`src/hw/rtl/jsu_pkg.sv`:
```
// Shared types and constants for the JSON string unescape unit.
`default_nettype none
package jsu_pkg;

   localparam int QDepth = 4;
   localparam int QPtrW  = $clog2(QDepth);
   localparam int QCntW  = $clog2(QDepth + 1);

   typedef enum logic [2:0] {
      ST_DATA   = 3'd0,
      ST_DONE   = 3'd1,
      ST_NOTSTR = 3'd2,
      ST_UNTERM = 3'd3,
      ST_BADHEX = 3'd4,
      ST_BADESC = 3'd5,
      ST_BADCTL = 3'd6
   } status_type;

   // One queue entry: up to three result bytes produced by one request.
   typedef struct packed {
      logic [1:0] last_idx;
      logic [7:0] byte2;
      logic [7:0] byte1;
      logic [7:0] byte0;
      status_type status;
   } entry_type;

   typedef struct packed {
      logic             full;
      logic             empty;
      logic [QCntW-1:0] count;
   } qstat_type;

endpackage
`default_nettype wire

```
`src/hw/rtl/jsu_front.sv`:
```
// Front end: parses request bytes and classifies them into queue entries.
`default_nettype none
module jsu_front (
   input  wire logic               clock,
   input  wire logic               reset,
   input  wire logic               req_tvalid,
   output logic                    req_tready,
   input  wire logic [7:0]         req_tdata,  // in_byte
   input  wire logic               req_tuser,  // start_flag
   input  wire jsu_pkg::qstat_type q_stat,
   output logic                    push,
   output jsu_pkg::entry_type      push_entry
);
   import jsu_pkg::*;

   typedef enum logic [7:0] {
      PH_QUOTE = 8'b0000_0001,
      PH_BODY  = 8'b0000_0010,
      PH_ESC   = 8'b0000_0100,
      PH_HEX0  = 8'b0000_1000,
      PH_HEX1  = 8'b0001_0000,
      PH_HEX2  = 8'b0010_0000,
      PH_HEX3  = 8'b0100_0000,
      PH_HALT  = 8'b1000_0000
   } phase_type;

   phase_type   phase_ff, phase_in, phase_cur;
   logic [11:0] cu_ff, cu_in;
   logic        hex_ok;
   logic [3:0]  hex_val;
   logic [15:0] cu_full;
   logic        accept;

   always_comb begin
      hex_ok  = 1'b1;
      hex_val = 4'd0;
      if (req_tdata >= 8'h30 && req_tdata <= 8'h39) begin
         hex_val = 4'(req_tdata - 8'h30);
      end else if (req_tdata >= 8'h61 && req_tdata <= 8'h66) begin
         hex_val = 4'(req_tdata - 8'h57);
      end else if (req_tdata >= 8'h41 && req_tdata <= 8'h46) begin
         hex_val = 4'(req_tdata - 8'h37);
      end else begin
         hex_ok = 1'b0;
      end
   end

   assign req_tready = !q_stat.full;
   assign accept     = req_tvalid && req_tready;
   assign phase_cur  = req_tuser ? PH_QUOTE : phase_ff;
   assign cu_full    = {cu_ff, hex_val};

   always_comb begin
      phase_in   = phase_cur;
      cu_in      = cu_ff;
      push       = 1'b0;
      push_entry = '{last_idx: 2'd0, byte2: 8'h00, byte1: 8'h00, byte0: 8'h00,
                     status: ST_DATA};
      case (phase_cur)
         PH_QUOTE: begin
            if (req_tdata == 8'h22) begin
               phase_in = PH_BODY;
            end else begin
               phase_in = PH_HALT;
               push = 1'b1;
               push_entry.status = ST_NOTSTR;
            end
         end
         PH_BODY: begin
            push = 1'b1;
            if (req_tdata == 8'h22) begin
               phase_in = PH_HALT;
               push_entry.status = ST_DONE;
            end else if (req_tdata == 8'h00) begin
               phase_in = PH_HALT;
               push_entry.status = ST_UNTERM;
            end else if (req_tdata == 8'h5C) begin
               phase_in = PH_ESC;
               push = 1'b0;
            end else if (req_tdata < 8'h20) begin
               phase_in = PH_HALT;
               push_entry.status = ST_BADCTL;
            end else begin
               push_entry.byte0 = req_tdata;
            end
         end
         PH_ESC: begin
            push = 1'b1;
            phase_in = PH_BODY;
            case (req_tdata)
               8'h00: begin
                  phase_in = PH_HALT;
                  push_entry.status = ST_UNTERM;
               end
               8'h22, 8'h5C, 8'h2F: push_entry.byte0 = req_tdata;
               8'h62: push_entry.byte0 = 8'h08;
               8'h66: push_entry.byte0 = 8'h0C;
               8'h6E: push_entry.byte0 = 8'h0A;
               8'h72: push_entry.byte0 = 8'h0D;
               8'h74: push_entry.byte0 = 8'h09;
               8'h75: begin
                  push = 1'b0;
                  phase_in = PH_HEX0;
                  cu_in = 12'd0;
               end
               default: begin
                  phase_in = PH_HALT;
                  push_entry.status = ST_BADESC;
               end
            endcase
         end
         PH_HEX0, PH_HEX1, PH_HEX2, PH_HEX3: begin
            if (!hex_ok) begin
               phase_in = PH_HALT;
               push = 1'b1;
               push_entry.status = ST_BADHEX;
            end else if (phase_cur != PH_HEX3) begin
               cu_in = {cu_ff[7:0], hex_val};
               case (phase_cur)
                  PH_HEX0: phase_in = PH_HEX1;
                  PH_HEX1: phase_in = PH_HEX2;
                  default: phase_in = PH_HEX3;
               endcase
            end else begin
               phase_in = PH_BODY;
               push = 1'b1;
               if (cu_full[15:7] == 9'd0) begin
                  push_entry.byte0 = cu_full[7:0];
               end else if (cu_full[15:11] == 5'd0) begin
                  push_entry.last_idx = 2'd1;
                  push_entry.byte0 = 8'hC0 | {3'b000, cu_full[10:6]};
                  push_entry.byte1 = 8'h80 | {2'b00, cu_full[5:0]};
               end else begin
                  push_entry.last_idx = 2'd2;
                  push_entry.byte0 = 8'hE0 | {4'b0000, cu_full[15:12]};
                  push_entry.byte1 = 8'h80 | {2'b00, cu_full[11:6]};
                  push_entry.byte2 = 8'h80 | {2'b00, cu_full[5:0]};
               end
            end
         end
         default: begin
            phase_in = PH_HALT;
         end
      endcase
      if (!accept) begin
         phase_in = phase_ff;
         cu_in = cu_ff;
         push = 1'b0;
      end
   end

   always_ff @(posedge clock) begin
      if (reset) begin
         phase_ff <= PH_QUOTE;
      end else begin
         phase_ff <= phase_in;
      end
      cu_ff <= cu_in;
   end

endmodule
`default_nettype wire

```
`src/hw/rtl/jsu_queue.sv`:
```
// Small register queue between the front and back ends.
`default_nettype none
module jsu_queue (
   input  wire logic               clock,
   input  wire logic               reset,
   input  wire logic               push,
   input  wire jsu_pkg::entry_type push_entry,
   input  wire logic               pop,
   output jsu_pkg::entry_type      head,
   output jsu_pkg::qstat_type      q_stat
);
   import jsu_pkg::*;

   entry_type        mem_ff [QDepth];
   logic [QPtrW-1:0] wr_ptr_ff, wr_ptr_in, rd_ptr_ff, rd_ptr_in;
   logic [QCntW-1:0] count_ff, count_in;
   logic             do_push, do_pop;

   assign q_stat.count = count_ff;
   assign q_stat.full  = (count_ff == QCntW'(QDepth));
   assign q_stat.empty = (count_ff == '0);
   assign head         = mem_ff[rd_ptr_ff];

   assign do_push = push && !q_stat.full;
   assign do_pop  = pop && !q_stat.empty;

   always_comb begin
      wr_ptr_in = do_push ? QPtrW'(wr_ptr_ff + 1'b1) : wr_ptr_ff;
      rd_ptr_in = do_pop  ? QPtrW'(rd_ptr_ff + 1'b1) : rd_ptr_ff;
      count_in  = count_ff;
      if (do_push && !do_pop) begin
         count_in = QCntW'(count_ff + 1'b1);
      end else if (do_pop && !do_push) begin
         count_in = QCntW'(count_ff - 1'b1);
      end
   end

   always_ff @(posedge clock) begin
      if (reset) begin
         wr_ptr_ff <= '0;
         rd_ptr_ff <= '0;
         count_ff  <= '0;
      end else begin
         wr_ptr_ff <= wr_ptr_in;
         rd_ptr_ff <= rd_ptr_in;
         count_ff  <= count_in;
      end
      if (do_push) begin
         mem_ff[wr_ptr_ff] <= push_entry;
      end
   end

endmodule
`default_nettype wire

```
`src/hw/rtl/jsu_back.sv`:
```
// Back end: unpacks entries, a byte per cycle unless stalled.
`default_nettype none
module jsu_back (
   input  wire logic               clock,
   input  wire logic               reset,
   input  wire jsu_pkg::entry_type head,
   input  wire jsu_pkg::qstat_type q_stat,
   output logic                    pop,
   output logic                    rsp_tvalid,
   input  wire logic               rsp_tready,
   output logic [7:0]              rsp_byte,
   output jsu_pkg::status_type     rsp_status,
   output logic                    rsp_tlast
);
   import jsu_pkg::*;

   entry_type  cur_ff, cur_in;
   logic       valid_ff, valid_in;
   logic [1:0] idx_ff, idx_in;
   logic       fire;

   assign rsp_tvalid = valid_ff;
   assign rsp_status = cur_ff.status;
   assign rsp_tlast  = (idx_ff == cur_ff.last_idx);
   assign fire       = valid_ff && rsp_tready;

   always_comb begin
      case (idx_ff)
         2'd0:    rsp_byte = cur_ff.byte0;
         2'd1:    rsp_byte = cur_ff.byte1;
         default: rsp_byte = cur_ff.byte2;
      endcase
   end

   assign pop = !q_stat.empty && (!valid_ff || (fire && rsp_tlast));

   always_comb begin
      cur_in   = cur_ff;
      valid_in = valid_ff;
      idx_in   = idx_ff;
      if (pop) begin
         cur_in   = head;
         valid_in = 1'b1;
         idx_in   = 2'd0;
      end else if (fire) begin
         if (rsp_tlast) begin
            valid_in = 1'b0;
         end else begin
            idx_in = 2'(idx_ff + 1'b1);
         end
      end
   end

   always_ff @(posedge clock) begin
      if (reset) begin
         valid_ff <= 1'b0;
         idx_ff   <= 2'd0;
      end else begin
         valid_ff <= valid_in;
         idx_ff   <= idx_in;
      end
      cur_ff <= cur_in;
   end

endmodule
`default_nettype wire

```
`src/hw/rtl/json_string_unescape_utf8_unit.sv`:
```
// A request goes into a four-entry queue that decouples parsing from output,
// then into the back-end output register. Throughput: one request per cycle while the
// queue has room; a \u escape emits up to three bytes, one per cycle unless stalled.
// Reset: synchronous, active high; parser expects an opening quote, queue empties.
// Requests are accepted while the queue has room, independent of response stalls.
`default_nettype none
module json_string_unescape_utf8_unit (
   input  wire logic        clock,
   input  wire logic        reset,
   input  wire logic        req_tvalid,
   output logic             req_tready,
   input  wire logic [7:0]  req_tdata,  // [7:0] in_byte
   input  wire logic        req_tuser,  // [0] start_flag
   output logic             rsp_tvalid,
   input  wire logic        rsp_tready,
   output logic [15:0]      rsp_tdata,  // [7:0] out_byte, [10:8] status, [15:11] zero
   output logic             rsp_tlast   // last_of_run
);
   import jsu_pkg::*;

   qstat_type  q_stat;
   entry_type  push_entry, head;
   logic       push, pop;
   logic [7:0] rsp_byte;
   status_type rsp_status;

   jsu_front u_front (
      .clock      (clock),
      .reset      (reset),
      .req_tvalid (req_tvalid),
      .req_tready (req_tready),
      .req_tdata  (req_tdata),
      .req_tuser  (req_tuser),
      .q_stat     (q_stat),
      .push       (push),
      .push_entry (push_entry)
   );

   jsu_queue u_queue (
      .clock      (clock),
      .reset      (reset),
      .push       (push),
      .push_entry (push_entry),
      .pop        (pop),
      .head       (head),
      .q_stat     (q_stat)
   );

   jsu_back u_back (
      .clock      (clock),
      .reset      (reset),
      .head       (head),
      .q_stat     (q_stat),
      .pop        (pop),
      .rsp_tvalid (rsp_tvalid),
      .rsp_tready (rsp_tready),
      .rsp_byte   (rsp_byte),
      .rsp_status (rsp_status),
      .rsp_tlast  (rsp_tlast)
   );

   assign rsp_tdata = {5'b00000, rsp_status, rsp_byte};

   a_status_range: assert property (@(posedge clock) disable iff (reset)
      rsp_tvalid |-> rsp_tdata[10:8] != 3'd7)
      else $error("response status out of range");

   a_error_single: assert property (@(posedge clock) disable iff (reset)
      (rsp_tvalid && rsp_status != ST_DATA) |-> (rsp_byte == 8'h00 && rsp_tlast))
      else $error("non-data response must be a zero byte ending its run");

   a_queue_bound: assert property (@(posedge clock) disable iff (reset)
      q_stat.count <= QCntW'(QDepth))
      else $error("queue count exceeds depth");

   a_no_phantom: assert property (@(posedge clock) disable iff (reset)
      (!rsp_tvalid && q_stat.empty) |=> !rsp_tvalid)
      else $error("response appeared with nothing queued");

endmodule
`default_nettype wire

```
`config.mk`:
```
export PLATFORM = sky130hd
export DESIGN_NAME = json_string_unescape_utf8_unit
export DESIGN_NICKNAME = d
export VERILOG_FILES = /design/src/hw/rtl/jsu_pkg.sv /design/src/hw/rtl/jsu_front.sv /design/src/hw/rtl/jsu_queue.sv /design/src/hw/rtl/jsu_back.sv /design/src/hw/rtl/json_string_unescape_utf8_unit.sv
export SDC_FILE = /design/constraint.sdc
export NUM_CORES = 1
export LEC_CHECK = 0
export BUFFER_PORTS_ARGS = -buffer_cell sky130_fd_sc_hd__buf_4
export CAP_MARGIN = 20
export CELL_PAD_IN_SITES_DETAIL_PLACEMENT = 1
export CELL_PAD_IN_SITES_GLOBAL_PLACEMENT = 1
export CORE_ASPECT_RATIO = 2
export CORE_MARGIN = 8
export CORE_UTILIZATION = 25
export DETAILED_ROUTE_END_ITERATION = 10
export PLACE_DENSITY_LB_ADDON = 0.1
export SYNTH_ARGS = -nofsm -noshare
export SYNTH_HDL_FRONTEND = slang
export SYNTH_SLANG_ARGS = --single-unit
```
`constraint.sdc`:
```
create_clock -name clock -period 4.7 [get_ports clock]
set_input_delay 0.47 -clock clock [delete_from_list [all_inputs] [get_ports clock]]
set_output_delay 0.47 -clock clock [all_outputs]
set_load 0.02 [all_outputs]
```
# ---- Yosys cells after proc, flatten, opt, wreduce, memory -nomap -nowiden
# Memory sizes are Yosys's and may differ from the RTL's. A register that Yosys moved wholly into a read port is not among the register bits.
# Cells that the tools add are included.
dict set report word_totals {
  mem_bits_ro 0
  inputBits 13
  n_memories 1
  latchBits 0
  wordCells 140
  mem_bits_rw 116
  register_bits 30
}
dict set report classes {
  eq_ne 23
  reduce_logical 34
  bitwise_logic 1
  magnitude_cmp 7
  n_div 0
  mul 0
  n_mux 59
  n_addsub 8
  n_shift 0
}
# memory words width read_ports rd_ports_with_merged_regs wr line
set memory_table {}
lappend memory_table {u_queue.mem_ff 4 29 1 1 1 jsu_queue.sv:14} ;# entry_type mem_ff [QDepth];
# cell count
set ops {}
lappend ops {{two-way mux 8 bit} 12}
lappend ops {{== test 8 x 7 -> 1 bit (second input constant)} 8}
lappend ops {{two-way mux 26 bit} 2}
lappend ops {{one-hot mux 8 bit (6 select lines)} 1}
lappend ops {{two-way mux 12 bit} 3}
lappend ops {{two-way mux 18 bit} 2}
lappend ops {{one-hot mux 8 bit (2 select lines)} 2}
lappend ops {{one-hot mux 8 bit (4 select lines)} 1}
lappend ops {{== test 8 x 6 -> 1 bit (second input constant)} 3}
lappend ops {{one-hot mux 12 bit (2 select lines)} 1}
lappend ops {{one-hot mux 8 bit (3 select lines)} 1}
lappend ops {{two-way mux 3 bit} 6}
lappend ops {{>= comparator 8 x 7 -> 1 bit (second input constant)} 2}
lappend ops {{<= comparator 8 x 7 -> 1 bit (second input constant)} 2}
lappend ops {{two-way mux 1 bit} 16}
lappend ops {{two-way mux 14 bit} 1}
lappend ops {{one-hot mux 7 bit (2 select lines)} 1}
lappend ops {{two-way mux 4 bit} 3}
lappend ops {{one-hot mux 3 bit (4 select lines)} 1}
lappend ops {{logical AND 1 bit} 11}
lappend ops {{two-way mux 11 bit} 1}
lappend ops {{logical NOT 9 bit} 1}
lappend ops {{OR reduction 9 bit} 1}
lappend ops {{== test 8 x 1 -> 1 bit (second input constant)} 1}
lappend ops {{36 further kinds} 49}

# ---- Depth between registers and ports, before layout
dict set report logic_depth {
  ltp_word 13
  depth_mapped 13
  depth_no_buf 13
}

# ---- Hierarchy
# Synthesis repeated with hierarchy kept, for this count alone.
dict set report hier_totals {
  hier_cells 557
  hier_area_um2 8085.3
}
# module n_inst area_each_um2 cells_each
set by_module_without_submodules {}
lappend by_module_without_submodules {jsu_queue 1 4660.7 199}
lappend by_module_without_submodules {jsu_front 1 2167.1 270}
lappend by_module_without_submodules {jsu_back 1 1216.2 82}
lappend by_module_without_submodules {json_string_unescape_utf8_unit 1 41.3 6}

# ---- Worst setup path after synthesis
# OpenSTA, ideal clock, no wires.
dict set report synth_timing {
  path_kind {reg-to-reg}
  from {reg u_back.cur_ff[26] (netlist name)}
  to {reg u_queue.count_ff[2]}
  period_less_slack_ns 3.401
  n_path_buf 0
  arrival_ns 3.330
  setup_time_ns 0.071
  required_time_ns 4.629
  stages_incl_launch_ff 11
  setup_slack_ns 1.299
  cell_sequence {edfxtp_1 -> xnor2_1 -> nand3_1 -> a21oi_1 -> inv_1 -> ha_1 -> inv_1 -> fa_1 -> xor2_1 -> or3_1 -> a21oi_1}
}
# element line
set synth_lines {}
lappend synth_lines {{end signal: assignment} jsu_queue.sv:46} ;# count_ff <= count_in;
lappend synth_lines {{end: declaration} jsu_queue.sv:16} ;# logic [QCntW-1:0] count_ff, count_in;

# ---- Worst setup path after layout
dict set report layout_timing {
  from {reg u_front.phase_ff[4]}
  to {reg u_queue.count_ff[2]}
}
dict set report layout_via {
  elab_chain_len 10
  elab_cells_between_ends 20
}
# element line
set layout_rtl {}
lappend layout_rtl {{start: declaration} jsu_front.sv:27} ;# phase_type phase_ff, phase_in, phase_cur;
lappend layout_rtl {{start signal: assignment} jsu_front.sv:156} ;# phase_ff <= phase_in;
lappend layout_rtl {{two-way mux 8 bit (*)} jsu_front.sv:50} ;# assign phase_cur = req_tuser ? PH_QUOTE : phase_ff;
lappend layout_rtl {{!= test 8 x 7 -> 1 bit} jsu_front.sv:117} ;# end else if (phase_cur != PH_HEX3) begin
lappend layout_rtl {{two-way mux 1 bit} jsu_front.sv:117}
lappend layout_rtl {{two-way mux 1 bit} jsu_front.sv:113} ;# if (!hex_ok) begin
lappend layout_rtl {{one-hot mux 1 bit (4 select lines) (*)} jsu_front.sv:59} ;# case (phase_cur)
lappend layout_rtl {{two-way mux 1 bit (*)} jsu_front.sv:145} ;# if (!accept) begin
lappend layout_rtl {{logical AND 1 bit (*)} jsu_queue.sv:24} ;# assign do_push = push && !q_stat.full;
lappend layout_rtl {{net u_queue.do_push} jsu_queue.sv:17} ;# logic do_push, do_pop;
lappend layout_rtl {{logical NOT 1 bit} jsu_queue.sv:33} ;# end else if (do_pop && !do_push) begin
lappend layout_rtl {{logical AND 1 bit} jsu_queue.sv:33}
lappend layout_rtl {{nonzero test 2 bit (no source line)} n/a}
# The timed path passes the listed nets; every way through them passes the cells marked *.
# A chain may end at the register's enable or synchronous reset.

==> results_dict.tcl <==
set metrics [dict create \
    status "complete, no violations" \
    ant_nets 0 \
    synth.top_cell.area_share_pct 59.4 \
    synth_area_um2 7180 \
    place_hpwl_um 12600 \
    stdcell_count 910 \
    place_congestion 0.761 \
    dieArea_um2 34700 \
    seqPwrFrac_pct 46.3 \
    syn_inst 510 \
    clockBufferDepth 2 \
    antenna_found_initial 0 \
    cts-buffers-inserted 17 \
    die_h_um 256 \
    hold_buffers 0 \
    worstPathMaxFanout 7 \
    wl_per_cell_um 19.6 \
    drive_gt1_share_pct 19.1 \
    timing.critical_path.from "u_front.phase_ff[4]" \
    ys_seq_elements 160 \
    r2r_cells 11 \
    ir_drop_mv 0.240 \
    p_int_w 0.00301 \
    drc 0 \
    critPathLaunchType "flop" \
    drt_iter0_drc 233 \
    fin_crit_sh_pct 68.1 \
    holdWs_ns 0.392 \
    clkLatencyLatePin_ns 0.43 \
    reg2reg_slack_ns 1.50 \
    worstSetupPathType "flop to flop" \
    multi_input_area_um2 2380 \
    io_buffers 26 \
    synth.distinct_cells 70 \
    clkTransAtPathRegs_ns 0.06 \
    fmax_ghz 0.312 \
    crit_end "u_queue.count_ff[2]" \
    grt_pass1_vias 4585 \
    grt_max_degree 32 \
    post-route-min-period_ns 3.20 \
    clockRootBuffer "clkbuf_16" \
    ios 32 \
    dr.pass1.iters 4 \
    reg2reg_to "u_queue.count_ff[2]" \
    drt_wl_total_um 17800 \
    cts_resized 0 \
    r2r-start "u_front.phase_ff[4]" \
    sw_frac_of_total_pct 28.0 \
    maxCapViolations 0 \
    synthFlopType "edfxtp_1" \
    synthTopCellsByArea "edfxtp_1 59%, mux4_2 8.2%, dfxtp_1 5.0%, nand2_1 2.3%, nor2_1 2.1%" \
    track_usage_pct 10.8 \
    via_count 4140 \
    p_per_area_nw_per_um2 501 \
    fp.dieW_um 136 \
    worst_setup_path_end_kind "flop" \
    cp.arrival_ns 3.56 \
    setup_viol_count_final 0 \
    placedCellCount 879 \
    rsz0062_at_grt "false" \
    initial_core_util_pct 25.2 \
    core_area_um2 28500 \
    yosysSeqAreaShare_pct 64.4 \
    cts_tree "done" \
    post_cts_buffers 0 \
    viasPerCell 4.55 \
    p_switching_w 0.00117 \
    synth_edf_count 142 \
    hold_viol 0 \
    avgSynthCellArea_um2 14.1 \
    tightest_slew_ns 0.805 \
    syn_to_final_growth_pct 16.1 \
    synth_common_cells "142 x edfxtp_1, 44 x nand2_1, 40 x nor2_1" \
    pwr-share-clk_pct 32.7 \
    combPwrFrac_pct 21.0 \
    synth.most_common_cell "edfxtp_1" \
    drv_slew 0 \
    ys.warnings.count 0 \
    hold_path.class "input pin to flop" \
    grt_pass1_wl_um 27800 \
    finalClockSkew_ns 0.0134 \
    async_flop_share_pct 0 \
    num_rows 88 \
    final-seq-area_um2 4630 \
    htreeDepth 4 \
    clock_sink_count 160 \
    diodes 0 \
    yosys.area.top_type "edfxtp_1" \
    p_leak_nw 2.82 \
    nets 563 \
    fill_cells 3053 \
    fin_setup_tns_ns 0 \
    grt.overflow.total 0 \
    required_ns 5.06 \
    max_slew_margin_pct 45.7 \
]
-- state kept, by name, summed over array words and instances (netlist names) --
signal / count
u_front.phase_ff: 8
u_back.rsp_tvalid: 1
u_back.cur_ff: 23
u_queue.wr_ptr_ff: 2
u_back.rsp_status: 3
u_back.idx_ff: 2
u_queue.count_ff: 3
u_front.cu_ff: 12
u_queue.mem_ff: 104
u_queue.rd_ptr_ff: 2
-- through the flow --
| step | area, µm² | total power, W | util [%] | setup slack [ns] |
|---|---|---|---|---|
| floorplan | 7200 | 0.00254 | - | 1.30 |
| global placement | 7760 | 0.00288 | 27.2 | 1.20 |
| detailed placement | 7760 | 0.00289 | 27.2 | 1.05 |
| CTS | 8340 | 0.00427 | 29.3 | 1.46 |
| global route | 8340 | 0.00438 | 29.3 | 1.26 |
| finish | 8340 | 0.00418 | 29.3 | 1.50 |
-- layout by cell type, fill, tap and decap left out, types with 3 or more instances in the layout --
cell type,Yosys,final
nor3_1,10,10
nor2b_1,4,4
nand2b_1,10,10
or3_1,5,5
clkinv_2,0,5
nor2_1,40,40
mux4_2,26,26
xnor2_1,6,6
o211ai_1,5,5
nand2_1,44,44
and3_1,3,3
buf_4,9,33
clkbuf_16,0,17
and2_1,12,12
inv_1,15,15
o21ai_0,17,17
a21oi_1,26,25
a22oi_1,8,8
and2_2,4,4
mux2i_1,4,4
nand3_1,9,9
nor4_1,5,5
dfxtp_1,18,16
edfxtp_1,142,142
bufinv_16,0,3
xor2_1,6,6
conb_1,1,5
ha_1,11,11
-- cell families (layout without fill, tap and decap cells) --
kind of cell               count (synthesis)  in the layout  synth area share [%]
AOI/OAI and AO/OA                         81             81                  7.49
muxes                                     31             31                  8.92
other                                      1              5                0.0522
DFF                                      160            160                  64.4
xor gates and xnor gates                  12             12                  1.46
and+or+nand+nor                          170            170                  12.7
adders and majority gates                 12             12                  2.19
buffers and inverters                     43             79                  2.80
-- power by group through the flow --
stage	Clock (W)	Combinational [W]	Sequential, W
3_5_place_dp	0	0.000909	0.00198
2_1_floorplan	0	0.000646	0.00189
6_report	0.00137	0.000875	0.00193
3_3_place_gp	0	0.000905	0.00197
4_1_cts	0.00141	0.000912	0.00195
5_1_grt	0.00145	0.000967	0.00197
-- how the worst min path moves through the flow --
stage                              from              endpoint  cells after the start
floorplan           u_queue.count_ff[2]   u_queue.count_ff[2]                      2
global placement    u_front.phase_ff[6]   u_front.phase_ff[6]                      2
detailed placement  u_front.phase_ff[6]   u_front.phase_ff[6]                      2
CTS                               reset  u_queue.rd_ptr_ff[0]                      2
global route                      reset   u_front.phase_ff[5]                      2
finish                            reset   u_front.phase_ff[5]                      2
-- critical path: stages (launching register included) --
cell	delay, ns
dfxtp_1	0.37
or4_4	0.58
or3_4	0.42
nand3_1	0.12
o21ai_2	0.09
a31oi_4	0.27
ha_1	0.23
inv_1	0.06
fa_1	0.37
xor2_1	0.17
or3_1	0.30
a21oi_1	0.14
-- per-layer routing --
| layer | share of wire [%] | vias to the layer above | track usage [%] |
|---|---|---|---|
| li1 | - | 1981 | - |
| met1 | 41 | 2104 | 12.2 |
| met2 | 55 | 39 | 19.3 |
| met3 | 2.0 | 16 | 1.89 |
| met4 | 1.7 | 0 | 4.60 |
| met5 | 0 | - | 0 |
-- area by class of cell --
cell class	instances	share of cell area, %
clock inverter	12	1.72
tap	360	5.40
inverter	15	0.675
sequential	160	55.5
clock buffer	19	5.19
multi-input combinational	311	28.6
timing repair buffer	33	2.97
No activity file was read; power rests on OpenSTA's default activity.
